[src/rtl/core/dbmf_pkg.sv]
// shared types and constants of the duplicate-filtering message fifo
package dbmf_pkg;

    localparam int MSG_W = 16;
    localparam int ACT_W = 2;
    localparam int CAP_W = 5;
    localparam int CNT_W = 5;

    localparam logic [CAP_W-1:0] CAP_RESET = CAP_W'(16);

    // value reported for head and tail while the queue is empty
    localparam logic signed [MSG_W-1:0] HEAD_EMPTY = -16'sd1;
    localparam logic signed [MSG_W-1:0] TAIL_EMPTY = 16'sd0;

    typedef enum logic [ACT_W-1:0] {
        ACT_OFFER = 2'd0,
        ACT_POP   = 2'd1,
        ACT_CLEAR = 2'd2
    } action_t;

    // commands from the controller to the datapath
    typedef struct packed {
        logic accept;
        logic scan;
        logic rd_oldest;
        logic rd_tail;
        logic take_evict;
        logic take_pop;
        logic do_write;
        logic do_clear;
        logic cap_head;
        logic load_out;
    } dbmf_cmd_t;

    // status from the datapath to the controller
    typedef struct packed {
        logic scan_done;
        logic dup_found;
        logic full;
        logic nonempty;
        logic out_free;
    } dbmf_stat_t;

    // one result item
    typedef struct packed {
        logic                    was_duplicate;
        logic                    was_stored;
        logic                    did_evict;
        logic signed [MSG_W-1:0] evicted_value;
        logic signed [MSG_W-1:0] popped_value;
        logic signed [MSG_W-1:0] head_value;
        logic signed [MSG_W-1:0] tail_value;
        logic [CNT_W-1:0]        occupancy;
        logic                    is_empty;
    } dbmf_res_t;

endpackage

[src/rtl/core/dbmf_in_if.sv]
// input channel: action and offered message value
interface dbmf_in_if import dbmf_pkg::*; ();
    logic                    valid;
    logic                    ready;
    logic [ACT_W-1:0]        action;
    logic signed [MSG_W-1:0] message_value;

    modport source (output valid, output action, output message_value, input ready);
    modport sink (input valid, input action, input message_value, output ready);
endinterface

[src/rtl/core/dbmf_out_if.sv]
// output channel: one status item per accepted input item
interface dbmf_out_if import dbmf_pkg::*; ();
    logic                    valid;
    logic                    ready;
    logic                    was_duplicate;
    logic                    was_stored;
    logic                    did_evict;
    logic signed [MSG_W-1:0] evicted_value;
    logic signed [MSG_W-1:0] popped_value;
    logic signed [MSG_W-1:0] head_value;
    logic signed [MSG_W-1:0] tail_value;
    logic [CNT_W-1:0]        occupancy;
    logic                    is_empty;

    modport source (
        output valid, output was_duplicate, output was_stored, output did_evict,
        output evicted_value, output popped_value, output head_value,
        output tail_value, output occupancy, output is_empty,
        input ready
    );
    modport sink (
        input valid, input was_duplicate, input was_stored, input did_evict,
        input evicted_value, input popped_value, input head_value,
        input tail_value, input occupancy, input is_empty,
        output ready
    );
endinterface

[src/rtl/core/dedup_bounded_message_fifo.sv]
// top level of the duplicate-filtering bounded message fifo
//
// Keeps recent signed 16-bit messages in arrival order in a ring of DEPTH
// entries, held in a single-port-read, single-port-write memory. An offer
// (action 0) is checked against every stored entry, one entry per cycle
// through the memory read port, and dropped when it matches; otherwise it is
// appended, evicting the oldest entry first when the occupancy has reached
// the capacity register (0 acts as 1, values above DEPTH act as DEPTH). Pop
// (action 1) removes the oldest entry, clear (action 2) empties the queue,
// and every item returns one status item with head, tail and occupancy.
// One item is processed at a time. An offer scans the stored entries through
// the memory read port, then reads and takes the oldest entry when it evicts,
// and writes the new one; a pop of a non-empty queue reads and takes the
// oldest entry and a clear empties the queue. Every item then reads head and
// tail, and waits while the receiver still holds the result register. The
// result sits in an output register, and the next item is accepted in the
// cycle after the result is loaded there. The capacity register may be
// written only while no item is in flight; the memory needs no clearing
// pass after reset.
module dedup_bounded_message_fifo import dbmf_pkg::*; #(
    parameter int DEPTH = 16
) (
    input  logic             clk,
    input  logic             rst_n,
    dbmf_in_if.sink          in_ch,
    dbmf_out_if.source       out_ch,
    input  logic             cfg_we,
    input  logic [CAP_W-1:0] cfg_wdata
);

    dbmf_cmd_t  cmd;
    dbmf_stat_t stat;
    dbmf_res_t  res;
    logic       in_ready;
    logic       out_valid;

    // controller
    dbmf_ctrl u_ctrl (
        .clk       (clk),
        .rst_n     (rst_n),
        .in_valid  (in_ch.valid),
        .in_action (in_ch.action),
        .in_ready  (in_ready),
        .stat      (stat),
        .cmd       (cmd)
    );

    // datapath
    dbmf_dpath #(
        .DEPTH (DEPTH)
    ) u_dpath (
        .clk        (clk),
        .rst_n      (rst_n),
        .cfg_we     (cfg_we),
        .cfg_wdata  (cfg_wdata),
        .in_message (in_ch.message_value),
        .cmd        (cmd),
        .stat       (stat),
        .out_ready  (out_ch.ready),
        .out_valid  (out_valid),
        .res        (res)
    );

    // channel hookup
    assign in_ch.ready          = in_ready;
    assign out_ch.valid         = out_valid;
    assign out_ch.was_duplicate = res.was_duplicate;
    assign out_ch.was_stored    = res.was_stored;
    assign out_ch.did_evict     = res.did_evict;
    assign out_ch.evicted_value = res.evicted_value;
    assign out_ch.popped_value  = res.popped_value;
    assign out_ch.head_value    = res.head_value;
    assign out_ch.tail_value    = res.tail_value;
    assign out_ch.occupancy     = res.occupancy;
    assign out_ch.is_empty      = res.is_empty;

    // one item in flight: an accepted item closes the input until its result is loaded
    a_one_in_flight: assert property (
        @(posedge clk) disable iff (!rst_n)
        (in_ch.valid && in_ch.ready) |=> !in_ch.ready
    ) else $error("input accepted while an item is in flight");

    // a dropped duplicate is never also stored or evicting
    a_dup_exclusive: assert property (
        @(posedge clk) disable iff (!rst_n)
        (out_ch.valid && out_ch.was_duplicate) |-> (!out_ch.was_stored && !out_ch.did_evict)
    ) else $error("duplicate reported together with store or evict");

    // eviction only happens on the way to an append
    a_evict_stores: assert property (
        @(posedge clk) disable iff (!rst_n)
        (out_ch.valid && out_ch.did_evict) |-> out_ch.was_stored
    ) else $error("eviction without append");

    // empty status matches the head and tail placeholders
    a_empty_status: assert property (
        @(posedge clk) disable iff (!rst_n)
        (out_ch.valid && out_ch.is_empty) |->
            (out_ch.occupancy == '0 && out_ch.head_value == HEAD_EMPTY
             && out_ch.tail_value == TAIL_EMPTY)
    ) else $error("empty status inconsistent");

    // occupancy never exceeds the ring
    a_occ_bound: assert property (
        @(posedge clk) disable iff (!rst_n)
        out_ch.valid |-> ((DEPTH > 31) || (32'(out_ch.occupancy) <= DEPTH))
    ) else $error("occupancy beyond ring size");

endmodule

[src/rtl/core/dbmf_ctrl.sv]
// sequencing state machine of the duplicate-filtering message fifo
module dbmf_ctrl import dbmf_pkg::*; (
    input  logic             clk,
    input  logic             rst_n,
    input  logic             in_valid,
    input  logic [ACT_W-1:0] in_action,
    output logic             in_ready,
    input  dbmf_stat_t       stat,
    output dbmf_cmd_t        cmd
);

    typedef enum logic [3:0] {
        S_IDLE,
        S_SCAN,
        S_EVICT_RD,
        S_EVICT_TAKE,
        S_WRITE,
        S_POP_RD,
        S_POP_TAKE,
        S_CLEAR,
        S_HEAD_RD,
        S_TAIL_RD,
        S_FINISH
    } state_t;

    state_t state_reg;
    state_t state_next;

    // next state and command decode
    always_comb
    begin
        state_next = state_reg;
        cmd        = '0;
        in_ready   = (state_reg == S_IDLE);
        case (state_reg)
            S_IDLE:
            begin
                if (in_valid)
                begin
                    cmd.accept = 1'b1;
                    case (action_t'(in_action))
                        ACT_OFFER: state_next = S_SCAN;
                        ACT_POP:   state_next = stat.nonempty ? S_POP_RD : S_HEAD_RD;
                        ACT_CLEAR: state_next = S_CLEAR;
                        default:   state_next = S_HEAD_RD;
                    endcase
                end
            end
            S_SCAN:
            begin
                cmd.scan = 1'b1;
                if (stat.scan_done)
                begin
                    if (stat.dup_found)
                        state_next = S_HEAD_RD;
                    else if (stat.full)
                        state_next = S_EVICT_RD;
                    else
                        state_next = S_WRITE;
                end
            end
            S_EVICT_RD:
            begin
                cmd.rd_oldest = 1'b1;
                state_next    = S_EVICT_TAKE;
            end
            S_EVICT_TAKE:
            begin
                cmd.take_evict = 1'b1;
                state_next     = S_WRITE;
            end
            S_WRITE:
            begin
                cmd.do_write = 1'b1;
                state_next   = S_HEAD_RD;
            end
            S_POP_RD:
            begin
                cmd.rd_oldest = 1'b1;
                state_next    = S_POP_TAKE;
            end
            S_POP_TAKE:
            begin
                cmd.take_pop = 1'b1;
                state_next   = S_HEAD_RD;
            end
            S_CLEAR:
            begin
                cmd.do_clear = 1'b1;
                state_next   = S_HEAD_RD;
            end
            S_HEAD_RD:
            begin
                cmd.rd_oldest = 1'b1;
                state_next    = S_TAIL_RD;
            end
            S_TAIL_RD:
            begin
                cmd.cap_head = 1'b1;
                cmd.rd_tail  = 1'b1;
                state_next   = S_FINISH;
            end
            S_FINISH:
            begin
                if (stat.out_free)
                begin
                    cmd.load_out = 1'b1;
                    state_next   = S_IDLE;
                end
            end
            default:
            begin
                state_next = S_IDLE;
            end
        endcase
    end

    // state register
    always_ff @(posedge clk or negedge rst_n)
    begin
        if (!rst_n)
            state_reg <= S_IDLE;
        else
            state_reg <= state_next;
    end

endmodule

[src/rtl/core/dbmf_dpath.sv]
// ring storage, pointers, duplicate scan and result register
module dbmf_dpath import dbmf_pkg::*; #(
    parameter int DEPTH = 16
) (
    input  logic                    clk,
    input  logic                    rst_n,
    input  logic                    cfg_we,
    input  logic [CAP_W-1:0]        cfg_wdata,
    input  logic signed [MSG_W-1:0] in_message,
    input  dbmf_cmd_t               cmd,
    output dbmf_stat_t              stat,
    input  logic                    out_ready,
    output logic                    out_valid,
    output dbmf_res_t               res
);

    localparam int PTR_W   = (DEPTH > 1) ? $clog2(DEPTH) : 1;
    localparam int SUM_W   = ((PTR_W > CNT_W) ? PTR_W : CNT_W) + 1;
    localparam int CAP_MAX = (DEPTH < 31) ? DEPTH : 31;
    localparam logic [SUM_W-1:0] DEPTH_S = SUM_W'(DEPTH);
    localparam logic [CAP_W-1:0] CAP_LIM = CAP_W'(CAP_MAX);

    logic [MSG_W-1:0] mem [DEPTH];

    logic [CAP_W-1:0]        capacity_reg;
    logic [CNT_W-1:0]        count_reg;
    logic [PTR_W-1:0]        oldest_reg;
    logic [CNT_W-1:0]        scan_idx_reg;
    logic                    rd_pend_reg;
    logic                    dup_reg;
    logic                    stored_reg;
    logic                    evict_reg;
    logic                    out_valid_reg;
    logic signed [MSG_W-1:0] msg_reg;
    logic signed [MSG_W-1:0] rd_data_reg;
    logic signed [MSG_W-1:0] evicted_reg;
    logic signed [MSG_W-1:0] popped_reg;
    logic signed [MSG_W-1:0] head_reg;
    dbmf_res_t               res_reg;

    logic [CAP_W-1:0] cap_eff;
    logic             scan_issue;
    logic             rd_en;
    logic [CNT_W-1:0] rd_off;
    logic [PTR_W-1:0] rd_addr;
    logic [PTR_W-1:0] wr_addr;
    logic [PTR_W-1:0] next_oldest;
    logic             take;
    logic             nonempty;

    // ring index of the entry at a given distance from the oldest one
    function automatic logic [PTR_W-1:0] ring_slot(
        input logic [PTR_W-1:0] base,
        input logic [CNT_W-1:0] off
    );
        logic [SUM_W-1:0] s;
        s = SUM_W'(base) + SUM_W'(off);
        if (s >= DEPTH_S)
            s = s - DEPTH_S;
        return s[PTR_W-1:0];
    endfunction

    // effective capacity, clamped to one and to the ring size
    always_comb
    begin
        if (capacity_reg == '0)
            cap_eff = CAP_W'(1);
        else if (capacity_reg > CAP_LIM)
            cap_eff = CAP_LIM;
        else
            cap_eff = capacity_reg;
    end

    assign nonempty   = (count_reg != '0);
    assign scan_issue = cmd.scan && (scan_idx_reg != count_reg);
    assign take       = cmd.take_evict || cmd.take_pop;

    // read port address select
    always_comb
    begin
        rd_off = '0;
        if (cmd.scan)
            rd_off = scan_idx_reg;
        else if (cmd.rd_tail)
            rd_off = count_reg - CNT_W'(1);
    end

    assign rd_en       = scan_issue || cmd.rd_oldest || (cmd.rd_tail && nonempty);
    assign rd_addr     = ring_slot(oldest_reg, rd_off);
    assign wr_addr     = ring_slot(oldest_reg, count_reg);
    assign next_oldest = ring_slot(oldest_reg, CNT_W'(1));

    // ring memory with registered read
    always_ff @(posedge clk)
    begin
        if (cmd.do_write)
            mem[wr_addr] <= msg_reg;
        if (rd_en)
            rd_data_reg <= mem[rd_addr];
    end

    // control state: capacity, occupancy, oldest pointer, scan and flags
    always_ff @(posedge clk or negedge rst_n)
    begin
        if (!rst_n)
        begin
            capacity_reg  <= CAP_RESET;
            count_reg     <= '0;
            oldest_reg    <= '0;
            scan_idx_reg  <= '0;
            rd_pend_reg   <= 1'b0;
            dup_reg       <= 1'b0;
            stored_reg    <= 1'b0;
            evict_reg     <= 1'b0;
            out_valid_reg <= 1'b0;
        end
        else
        begin
            if (cfg_we)
                capacity_reg <= cfg_wdata;

            if (cmd.accept)
            begin
                scan_idx_reg <= '0;
                dup_reg      <= 1'b0;
                stored_reg   <= 1'b0;
                evict_reg    <= 1'b0;
            end
            else if (scan_issue)
                scan_idx_reg <= scan_idx_reg + CNT_W'(1);

            rd_pend_reg <= scan_issue;

            // compare the entry read in the previous cycle
            if (cmd.scan && rd_pend_reg && (rd_data_reg == msg_reg))
                dup_reg <= 1'b1;

            if (cmd.take_evict)
                evict_reg <= 1'b1;
            if (cmd.do_write)
                stored_reg <= 1'b1;

            if (cmd.do_clear)
            begin
                count_reg  <= '0;
                oldest_reg <= '0;
            end
            else if (take)
            begin
                count_reg  <= count_reg - CNT_W'(1);
                oldest_reg <= next_oldest;
            end
            else if (cmd.do_write)
                count_reg <= count_reg + CNT_W'(1);

            if (cmd.load_out)
                out_valid_reg <= 1'b1;
            else if (out_ready)
                out_valid_reg <= 1'b0;
        end
    end

    // item payload and result register
    always_ff @(posedge clk)
    begin
        if (cmd.accept)
        begin
            msg_reg     <= in_message;
            evicted_reg <= '0;
            popped_reg  <= '0;
        end
        if (cmd.take_evict)
            evicted_reg <= rd_data_reg;
        if (cmd.take_pop)
            popped_reg <= rd_data_reg;
        if (cmd.cap_head)
            head_reg <= rd_data_reg;
        if (cmd.load_out)
        begin
            res_reg.was_duplicate <= dup_reg;
            res_reg.was_stored    <= stored_reg;
            res_reg.did_evict     <= evict_reg;
            res_reg.evicted_value <= evicted_reg;
            res_reg.popped_value  <= popped_reg;
            res_reg.head_value    <= nonempty ? head_reg : HEAD_EMPTY;
            res_reg.tail_value    <= nonempty ? rd_data_reg : TAIL_EMPTY;
            res_reg.occupancy     <= count_reg;
            res_reg.is_empty      <= !nonempty;
        end
    end

    // status to the controller
    assign stat.scan_done = !scan_issue && !rd_pend_reg;
    assign stat.dup_found = dup_reg;
    assign stat.full      = (count_reg >= cap_eff);
    assign stat.nonempty  = nonempty;
    assign stat.out_free  = !out_valid_reg || out_ready;

    assign out_valid = out_valid_reg;
    assign res       = res_reg;

endmodule

[src/flat_wrapper.sv]
// flat-port wrapper written by rule: the top's interface ports become plain ports
module dedup_bounded_message_fifo_flat import dbmf_pkg::*;
#(
    parameter int DEPTH = 16
)
  (clk, rst_n, cfg_we, cfg_wdata, in_ch_valid, in_ch_action, in_ch_message_value, in_ch_ready, out_ch_valid, out_ch_was_duplicate, out_ch_was_stored, out_ch_did_evict, out_ch_evicted_value, out_ch_popped_value, out_ch_head_value, out_ch_tail_value, out_ch_occupancy, out_ch_is_empty, out_ch_ready);
  dbmf_in_if in_ch_i ();
  dbmf_out_if out_ch_i ();
  input  logic clk;
  input  logic rst_n;
  input  logic cfg_we;
  input  logic [CAP_W-1:0] cfg_wdata;
  input wire logic [$bits(in_ch_i.valid)-1:0] in_ch_valid;
  input wire logic [$bits(in_ch_i.action)-1:0] in_ch_action;
  input wire logic [$bits(in_ch_i.message_value)-1:0] in_ch_message_value;
  output wire logic [$bits(in_ch_i.ready)-1:0] in_ch_ready;
  output wire logic [$bits(out_ch_i.valid)-1:0] out_ch_valid;
  output wire logic [$bits(out_ch_i.was_duplicate)-1:0] out_ch_was_duplicate;
  output wire logic [$bits(out_ch_i.was_stored)-1:0] out_ch_was_stored;
  output wire logic [$bits(out_ch_i.did_evict)-1:0] out_ch_did_evict;
  output wire logic [$bits(out_ch_i.evicted_value)-1:0] out_ch_evicted_value;
  output wire logic [$bits(out_ch_i.popped_value)-1:0] out_ch_popped_value;
  output wire logic [$bits(out_ch_i.head_value)-1:0] out_ch_head_value;
  output wire logic [$bits(out_ch_i.tail_value)-1:0] out_ch_tail_value;
  output wire logic [$bits(out_ch_i.occupancy)-1:0] out_ch_occupancy;
  output wire logic [$bits(out_ch_i.is_empty)-1:0] out_ch_is_empty;
  input wire logic [$bits(out_ch_i.ready)-1:0] out_ch_ready;
  assign in_ch_i.valid = in_ch_valid;
  assign in_ch_i.action = in_ch_action;
  assign in_ch_i.message_value = in_ch_message_value;
  assign in_ch_ready = in_ch_i.ready;
  assign out_ch_valid = out_ch_i.valid;
  assign out_ch_was_duplicate = out_ch_i.was_duplicate;
  assign out_ch_was_stored = out_ch_i.was_stored;
  assign out_ch_did_evict = out_ch_i.did_evict;
  assign out_ch_evicted_value = out_ch_i.evicted_value;
  assign out_ch_popped_value = out_ch_i.popped_value;
  assign out_ch_head_value = out_ch_i.head_value;
  assign out_ch_tail_value = out_ch_i.tail_value;
  assign out_ch_occupancy = out_ch_i.occupancy;
  assign out_ch_is_empty = out_ch_i.is_empty;
  assign out_ch_i.ready = out_ch_ready;
  dedup_bounded_message_fifo #(.DEPTH(DEPTH)) u_core (.clk(clk), .rst_n(rst_n), .in_ch(in_ch_i), .out_ch(out_ch_i), .cfg_we(cfg_we), .cfg_wdata(cfg_wdata));
endmodule
[config.mk]
export PLATFORM = sky130hd
export DESIGN_NAME = dedup_bounded_message_fifo_flat
export DESIGN_NICKNAME = d
export VERILOG_FILES = /design/src/rtl/core/dbmf_pkg.sv /design/src/rtl/core/dbmf_in_if.sv /design/src/rtl/core/dbmf_out_if.sv /design/src/rtl/core/dedup_bounded_message_fifo.sv /design/src/rtl/core/dbmf_ctrl.sv /design/src/rtl/core/dbmf_dpath.sv /design/src/flat_wrapper.sv
export SDC_FILE = /design/constraint.sdc
export NUM_CORES = 1
export LEC_CHECK = 0
export ABC_AREA = 1
export BUFFER_PORTS_ARGS = -buffer_cell sky130_fd_sc_hd__buf_2
export CORE_UTILIZATION = 40
export DETAILED_ROUTE_END_ITERATION = 7
export GPL_ROUTABILITY_DRIVEN = 0
export PLACE_DENSITY = 0.53
export SKIP_CTS_REPAIR_TIMING = 1
export SYNTH_ARGS = -nofsm -noshare
export SYNTH_HDL_FRONTEND = slang
export SYNTH_SLANG_ARGS = --single-unit
[constraint.sdc]
create_clock -name clk -period 4.7 [get_ports clk]
set_input_delay 0.47 -clock clk [delete_from_list [all_inputs] [get_ports clk]]
set_output_delay 0.47 -clock clk [all_outputs]
set_load 0.02 [all_outputs]
Word level (Yosys, flattened, before mapping):

Memory sizes are Yosys's and may differ from the RTL's. A register that Yosys moved wholly into a read port is not among the register bits.
Index checks and enable logic that the tools add are counted.

* add/sub/neg operators: 9
* order comparisons: 5
* equality and inequality tests: 17
* multiplexer cells: 44
* reductions and logical operators: 28

Operators with widths (number)
* $mux 16: 3
* $mux 5: 9
* $mux 4: 10
* $pmux 4 s9: 1
* $mux 1: 19
* $eq 16x16->1: 1
* $eq 4x3->1 const B: 4
* $reduce_bool 2->1: 7
* $add 4x5->6: 2
* $eq 4x4->1 const B: 3
* $ge 6x5->1 const B: 2
* $pmux 4 s3: 1
* $sub 4x1->4 const B: 3
* $add 5x1->5 const B: 2
* $eq 4x2->1 const B: 2
* $reduce_or 3->1: 2
* $add 4x1->5 const B: 1
* $ge 5x5->1: 1
* $ge 5x5->1 const B: 1
* $gt 5x5->1 const B: 1
* $logic_and 1x1->1: 5
* $logic_not 5->1: 1
* $ne 5x5->1: 1
* $reduce_bool 5->1: 1
* 13 further kinds: 20

* flip-flop bits (word level): 165
* bits in writable memories: 256
* input port bits: 28
* output and inout port bits: 75
* logic and storage cells: 127
* memories: 1

Memory list
* u_core.u_dpath.mem: words 16, width 16, read ports 1, clocked after memory_dff 1, wr ports 1, RTL line dbmf_dpath.sv:23 `logic [MSG_W-1:0] mem [DEPTH];`

Longest topological paths before layout:

Gate-level depths: netlist of run 1.

* word-level depth: 8
* mapped depth: 17

Modules after synthesis:

From an unflattened synthesis of run 1, not the netlist that was laid out.

* cells, all modules: 1485
* area total of the unflattened synthesis: 17897.2 µm²

By module, submodules not included
* dbmf_dpath: times used 1, cells an instance 1413, area each 17470.5 µm², sequential area each 12883.6 µm²
* dbmf_ctrl: times used 1, cells an instance 72, area each 426.7 µm², sequential area each 100.1 µm²

Worst setup path after synthesis of run 1:

Ideal clock, no wire load.

* path type: register to register
* start point: register u_core.u_ctrl.state_reg[0]
* end point: register u_core.u_dpath.res[0] (netlist name)
* setup time: 0.507 ns
* arrival time: 3.787 ns
* required time: 4.193 ns
* setup slack: 0.406 ns
* cell stages (with the launch flop): 4
* buffers on the path: 0
* period minus slack after synthesis: 4.294 ns
* path through: dfrtp_1 > nor2_2 > nand2_1 > nor2_1

RTL lines
* from (decl): RTL line dbmf_ctrl.sv:26 `state_t state_reg;`
* from (signal assigned): RTL line dbmf_ctrl.sv:124 `state_reg <= state_next;`

Worst setup path after layout of run 1:

* start point: register u_core.u_dpath.count_reg[0]
* end point: register u_core.u_dpath.rd_data_reg[10] (read register of u_core.u_dpath.mem), data pin

* longest elaborated chain between the ends: 6

Ends and longest elaborated chain
* from (decl): RTL line dbmf_dpath.sv:26 `logic [CNT_W-1:0] count_reg;`
* from (signal assigned): RTL line dbmf_dpath.sv:150 `count_reg <= count_reg - CNT_W'(1);`
* from (signal assigned): RTL line dbmf_dpath.sv:154 `count_reg <= count_reg + CNT_W'(1);`
* $sub 5x1->5: RTL line dbmf_dpath.sv:85 `rd_off = count_reg - CNT_W'(1);`
* $mux 5: RTL line dbmf_dpath.sv:84 `else if (cmd.rd_tail)`
* $mux 5: RTL line dbmf_dpath.sv:82 `if (cmd.scan)`
* $add 4x5->6: RTL line dbmf_dpath.sv:57 `s = SUM_W'(base) + SUM_W'(off);`
* $ge 6x5->1 or $sub 4x1->4 (tied branches): RTL line dbmf_dpath.sv:58, dbmf_dpath.sv:59
* $mux 4: RTL line dbmf_dpath.sv:58 `if (s >= DEPTH_S)`
* to (decl): RTL line dbmf_dpath.sv:35 `logic signed [MSG_W-1:0] rd_data_reg;`

Parallel ways exist; a longest one is shown, timed or not.
A chain may end at the register's enable or synchronous reset.

==> run metrics, run 1 <==
Lkg Pwr ~7.8 nW; count of yosys warnings during synthesis 0; DRT Wirelength 42000 µm; Reg2Reg Setup Slack 1.23 ns; count leader, synth edfxtp_1; final setup TNS 0 ns; via/cell ratio 4.99; Hold Fails Final Rpt 0; VDD IR max roughly 0.53 mV; FP Rows 76; sequential area share after synthesis ~73%; sw power between 0.005 and 0.006 W; vias in the first global route approximately 11000; H-tree depth 2; DP Wirelength ~25000 µm; CTS Root Cell clkbuf_16; core area around 0.043 mm²; CP startpoint kind flop; Initial Util 40.8%; clk buf depth 3; clk_skew ~0.014 ns; Area contributors post-synth edfxtp_1 (69%), nand2_1 (6.0%), nor2_1 (5.3%), o21ai_0 (3.9%), dfrtp_1 (3.8%); Synth async-reset ratio under 10%; # diodes 0; Yosys cell types 38; r2r startpoint u_core.u_dpath.count_reg[0]; drt drc 0; via count between 10000 and 15000; sw frac 39.0%; post-route worst setup slack around 1.2 ns; setup violators final 0; fmax 288 MHz; CTS tree done; Post-Syn Area ~0.018 mm²; Mapped Nets 1500; I/O pin total 103; CTS sink count between 400 and 500; synth cell count leaders edfxtp_1 (409), nand2_1 (283), nor2_1 (250); WS Path Type flop to flop; NumNets Final about 1600; max cap viols 0; iteration count of the initial detailed-routing pass 5; Int Power around 0.0087 W; Final Total Pwr about 0.014 W; Port Buffers around 100; initial antenna violation count 0; Final Cycle Share 73.8%; Skew-Pair Late Insertion Delay between 0.5 and 0.6 ns; Mapped Avg Cell Area approximately 12 µm²; placed instance area 0.0189 mm²; Worst Path Required roughly 5 ns; max reg flops about 260; Setup WS pre-CTS ~1.2 ns; Arrival @ worst endpoint approximately 3.9 ns; WL per Instance approximately 19 µm; Hold Path Sink u_core.u_dpath.msg_reg[6]; Worst Hold Launch in_ch_message_value[6]; PwrDens approximately 700 mW/mm²; share of layout cells above drive strength 1 approximately 15%; number of synthesized flops with an enable pin ~410; post-route ant nets 0; clock power share 24.3%; post-synth top area share 69.4%; first-pass GRT wire length between 60000 and 70000 µm; largest net degree at the start of global routing 74; post-synth top area cell edfxtp_1; Slew headroom 14.8%; Final Cell Area between 0.02 and 0.025 mm²; FF-to-FF End u_core.u_dpath.rd_data_reg[10]; status completed; CTS Buf Count 48; prevailing post-synth register cell edfxtp_1; Worst Reg2Reg Path Length in Cells 11; unrepaired setup endpoints after global routing false; Final Slew Violations 0; full die area approximately 0.045 mm²; Initial DRC Count around 810; cells after synthesis 1455; height of the die around 210 µm; Max FO, Critical Path between 40 and 50; HP Class primary input to flop; Layout area overhead 15.0%; Die X approximately 210 µm; hold path cells 1; grt ovf 0; CP Capture Type flop; Synth Register Bits 437; sequential group share of total power approximately two fifths; Logic pwr share around 37%; Slew @ Worst Pin about 1.3 ns; Min Clock Period, post-route between 3 and 4 ns; clk slew on worst S/H paths 0.06 ns; Total GRT Usage between 10% and 20%
[cell type report]
type / instances / area, µm²
Fill cell: 3965 / 23000
Sequential cell: 437 / 13000
Multi-Input combinational cell: 864 / 4130
Clock buffer: 67 / 1320
Tap cell: 585 / 732
Timing Repair Buffer: 129 / 728
Inverter: 91 / 342
Clock inverter: 16 / 111
[routing by layer]
| metal | wire length [µm] | global-route usage, % |
|---|---|---|
| met1 | 18800 | 26.2 |
| met2 | 19700 | 30.7 |
| met3 | 2550 | 3.03 |
| met4 | 1030 | 6.23 |
| met5 | 0 | 0 |
[critical path: stages (launching register included)]
cell     delay, ns
dfrtp_1       0.47
inv_1         0.17
ha_1          0.36
o22ai_1       0.31
fa_2          0.53
inv_2         0.74
o21ai_0       0.22
o22ai_1       0.20
nand2_1       0.11
nand2_1       0.09
nand2_1       0.05
nand2_1       0.07
[cells in the final DEF (no fill, tap or decap), types with 27 or more instances in the layout]
cell type / netlist / routed
inv_1: 88 / 88
o21ai_0: 137 / 137
nand2_1: 283 / 283
nand3_1: 52 / 52
dfrtp_1: 27 / 27
buf_2: 26 / 102
o22ai_1: 37 / 37
clkbuf_16: 0 / 50
edfxtp_1: 409 / 409
nor2_1: 250 / 238
[worst max-delay path by stage]
stage / from / endpoint / slack [ns] / depth (start not counted)
6_report: u_core.u_dpath.count_reg[0] / u_core.u_dpath.rd_data_reg[10] / 1.23 / 11
5_1_grt: u_core.u_ctrl.state_reg[0] / u_core.u_dpath.rd_data_reg[12] / 0.89 / 13
4_1_cts: u_core.u_dpath.count_reg[0] / u_core.u_dpath.rd_data_reg[10] / 1.19 / 11
3_5_place_dp: u_core.u_dpath.count_reg[0] / u_core.u_dpath.rd_data_reg[10] / 1.20 / 11
3_3_place_gp: u_core.u_dpath.count_reg[0] / u_core.u_dpath.rd_data_reg[5] / 1.26 / 12
2_1_floorplan: u_core.u_ctrl.state_reg[0] / u_core.u_dpath.res[0] / 0.41 / 3
[metrics by stage]
| stage | hold slack, ns | cells | util (%) |
|---|---|---|---|
| finish | 0.0737 | 2189 | 46.9 |
| global route | 0.0431 | 2189 | 46.9 |
| CTS | -0.0584 | 2188 | 46.9 |
| detailed placement | 0.405 | 2105 | 43.6 |
| global placement | 0.405 | 2105 | 43.6 |
| floorplan | 0.174 | 1455 | - |
[logic make-up (layout without fill, tap and decap cells)]
kind of cell	count (synthesis)	count (layout)	share of synthesized area, %
xor+xnor	27	27	1.34
fa+ha+maj	17	17	1.29
simple gates	628	628	14.6
compound gates	191	191	5.70
mux	1	1	0.0637
buf+inv	154	303	3.61
flops	437	437	73.4
[power by group through the flow]
stage | Combinational [W] | Clock, W | Sequential, W
2_1_floorplan | 0.00377 | 0 | 0.00543
3_3_place_gp | 0.00523 | 0 | 0.00560
3_5_place_dp | 0.00524 | 0 | 0.00561
4_1_cts | 0.00527 | 0.00353 | 0.00553
5_1_grt | 0.00593 | 0.00367 | 0.00558
6_report | 0.00521 | 0.00344 | 0.00553
No activity file was read; power rests on OpenSTA's default activity.
==> run 2, diff against run 1 <==
--- a/config.mk
+++ b/config.mk
@@ -5,7 +5,7 @@
 export SDC_FILE = /design/constraint.sdc
 export NUM_CORES = 1
 export LEC_CHECK = 0
-export ABC_AREA = 1
+export ABC_AREA = 0
 export BUFFER_PORTS_ARGS = -buffer_cell sky130_fd_sc_hd__buf_2
 export CORE_UTILIZATION = 40
 export DETAILED_ROUTE_END_ITERATION = 7
==> constraint.sdc (replaced) <==
create_clock -name clk -period 3.3 [get_ports clk]
set_input_delay 0.33 -clock clk [delete_from_list [all_inputs] [get_ports clk]]
set_output_delay 0.33 -clock clk [all_outputs]
set_load 0.02 [all_outputs]
==> run 2 against run 1 <==
Compared with the run above: utilization grew 1.5 points; synthesized cell count is 40% lower; wire length is 11% lower; fmax grew 9.2%; register-to-register slack worse by 1.1 ns; global-route usage fell by 1.6 points; largest power group unchanged; clock power grew 47%; non-clock buffer count grew 47.
==> run metrics, run 2 <==
prevailing post-synth register cell edfxtp_1; CTS tree done; core area 0.0421 mm² (-2.8%); CTS sink count 437 (unchanged); Post-Syn Area 0.0172 mm² (-3.0%); count leader, synth edfxtp_1; Core Util, Final 48.4% (+1.5 points); fmax 315 MHz (+9.2%); CTS Root Cell clkbuf_16; DP Wirelength 22300 µm (-9.7%); sequential area share after synthesis 75.7% (+2.3 points); unrepaired setup endpoints after global routing false; Slew headroom 51.4% (+37 points); initial antenna violation count 0 (unchanged); Final Cycle Share 96.3% (+22 points); vias in the first global route 8495 (-19%); NumNets Final 1101 (-32%); Arrival @ worst endpoint 3.47 ns (-0.44 ns); via count 8481 (-22%); via/cell ratio 5.20 (+4.1%); Int Power 0.0125 W (+45%); CP Capture Type flop; Max FO, Critical Path 32 (-33%); Synth Register Bits 437 (unchanged); drt drc 0 (unchanged); CP peak stage delay 0.67 ns (-0.07 ns); clk_skew 0.0262 ns (+0.0127 ns); WL per Instance 23.0 µm (+20%); iteration count of the initial detailed-routing pass 4 (-1); largest net degree at the start of global routing 65 (-12%); grt ovf 0 (unchanged); Skew-Pair Late Insertion Delay 0.57 ns (about the same); sequential group share of total power 43.2% (+4.2 points); Area contributors post-synth edfxtp_1 (72%), mux4_2 (8.4%), dfrtp_1 (3.9%), mux4_1 (2.5%), xor2_1 (1.3%); Synth async-reset ratio 6.41% (unchanged); sw frac 30.1% (-8.9 points); commonest cells after routing, fill and taps aside edfxtp_1 (409), buf_2 (102), mux4_2 (64); status completed; DRT Wirelength 37500 µm (-11%); Mapped Avg Cell Area 19.8 µm² (+63%); post-synth top area share 71.6% (+2.1 points); Port Buffers 102 (unchanged); clk buf depth 3 (unchanged); final setup TNS 0 ns (unchanged); synth cell count leaders edfxtp_1 (409), mux4_2 (64), nor2_1 (36); clk slew on worst S/H paths 0.06 ns (about the same); sw power 0.00539 W (-2.4%); Die X 209 µm (-1.5%); CTS Buf Count 46 (-4.2%); HP Class primary input to flop; Hold Fails Final Rpt 0 (unchanged); Slowest cell on crit path fa_2; clock power share 28.3% (+4.0 points); Total GRT Usage 17.4% (-1.6 points); WP buf/inv 1 (-1); Final Slew Violations 0 (unchanged); most common library cell in the layout ignoring fill and taps edfxtp_1; count of yosys warnings during synthesis 0 (unchanged); height of the die 209 µm (-1.5%); # diodes 0 (unchanged); FP Rows 75 (-1.3%); CP top delay family adder cells; full die area 0.0437 mm² (-3.0%); PwrDens 879 mW/mm² (+26%); setup violators final 0 (unchanged); max cap viols 0 (unchanged); share of layout cells above drive strength 1 31.7% (+17 points); Yosys cell types 54 (+42%); CP startpoint kind flop; Initial Util 40.7% (-0.068 points); Mapped Nets 913 (-39%); max reg flops 256 (unchanged); Cell Chain, Critical Path and2b_1 > nand2_2 > o21ai_0 > ha_4 > fa_2 > clkbuf_16 > mux4_2 > mux4_1; VDD IR max 0.501 mV (-6.2%); Lkg Pwr 7.09 nW (-8.9%); WS Path Type flop to flop; number of synthesized flops with an enable pin 409 (unchanged); worst hold margin 0.00287 ns (-0.0709 ns); Initial DRC Count 682 (-15%); post-synth top area cell edfxtp_1; cells after synthesis 868 (-40%); Layout area overhead 18.9%; I/O pin total 103 (unchanged); H-tree depth 2 (unchanged); Slew @ Worst Pin 0.722 ns (-0.555 ns); Logic pwr share 28.5% (-8.2 points); post-route ant nets 0 (unchanged); Min Clock Period, post-route 3.18 ns (-0.292 ns); first-pass GRT wire length 55600 µm (-13%); Worst Path Required 3.59 ns (-1.55 ns)
run 2: changes by cell type after synthesis, sizes merged, moves of 44 or more:
| cell | change |
|---|---|
| nand2 | -265 |
| inv | -83 |
| nand3 | -44 |
| mux4 | +80 |
| o21ai | -118 |
| nor2 | -218 |
run 2: routing by layer:
layer / vias up / part of all wire, % / GRT usage (%)
met2: 230 / 47 / 27.3
li1: 3843 / - / -
met3: 45 / 4.9 / 3.04
met5: - / 0 / 0
met1: 4363 / 46 / 24.8
met4: 0 / 2.0 / 5.32
run 2: layout make-up:
class	count	area, µm²
timing repair buffer	176	1220
tap	539	674
sequential	437	13000
clock buffer	54	1200
clock inverter	31	282
fill	3449	21700
inverter	8	30.0
multi-input combinational	387	4010
run 2: power by group through the flow:
| stage | clock (W) | sequential [W] | combinational, W |
|---|---|---|---|
| global placement | 0 | 0.00785 | 0.00506 |
| global route | 0.00539 | 0.00783 | 0.00557 |
| CTS | 0.00520 | 0.00775 | 0.00512 |
| floorplan | 0 | 0.00765 | 0.00365 |
| detailed placement | 0 | 0.00787 | 0.00511 |
| finish | 0.00507 | 0.00774 | 0.00511 |
run 2: metrics by stage:
| stage | instance area (µm²) | power, W | cells | setup WS (ns) |
|---|---|---|---|---|
| after floorplan | 17200 | 0.0113 | 868 | 0.0414 |
| after global placement | 18700 | 0.0129 | 1526 | 0.153 |
| after detailed placement | 18700 | 0.0130 | 1526 | 0.107 |
| after CTS | 20200 | 0.0181 | 1611 | 0.0785 |
| after global routing | 20400 | 0.0188 | 1632 | 0.0111 |
| final | 20400 | 0.0179 | 1632 | 0.122 |
run 2: cell families (layout without fill, tap and decap cells):
logic type / count (synthesis) / after routing / share of synthesized area [%]
XOR/XNOR: 35 / 35 / 1.83
flip-flops: 437 / 437 / 75.7
AND/OR/NAND/NOR: 177 / 177 / 5.82
AO/OA/AOI/OAI: 65 / 65 / 2.33
buffers and inverters: 44 / 269 / 1.39
adder cells (fa/ha/maj): 19 / 19 / 1.44
multiplexers: 91 / 91 / 11.5
run 2: worst paths after layout:
| check | from | to | slack [ns] | cells after the start |
|---|---|---|---|---|
| setup / recovery | u_core.u_ctrl.state_reg[3] | u_core.u_dpath.rd_data_reg[0] | 0.12 | 8 |
| hold / removal | cfg_we | u_core.u_dpath.capacity_reg[4] | 0.003 | 2 |
| setup reg to reg | u_core.u_ctrl.state_reg[3] | u_core.u_dpath.rd_data_reg[0] | 0.12 | 8 |
| hold reg to reg | u_core.u_dpath.popped_reg[14] | u_core.u_dpath.res[52] | 0.42 | 0 |
| max in group asynchronous | rst_n | u_core.u_dpath.scan_idx_reg[0] | 2.49 | 2 |
| min in group asynchronous | rst_n | u_core.u_dpath.capacity_reg[1] | 0.36 | 2 |
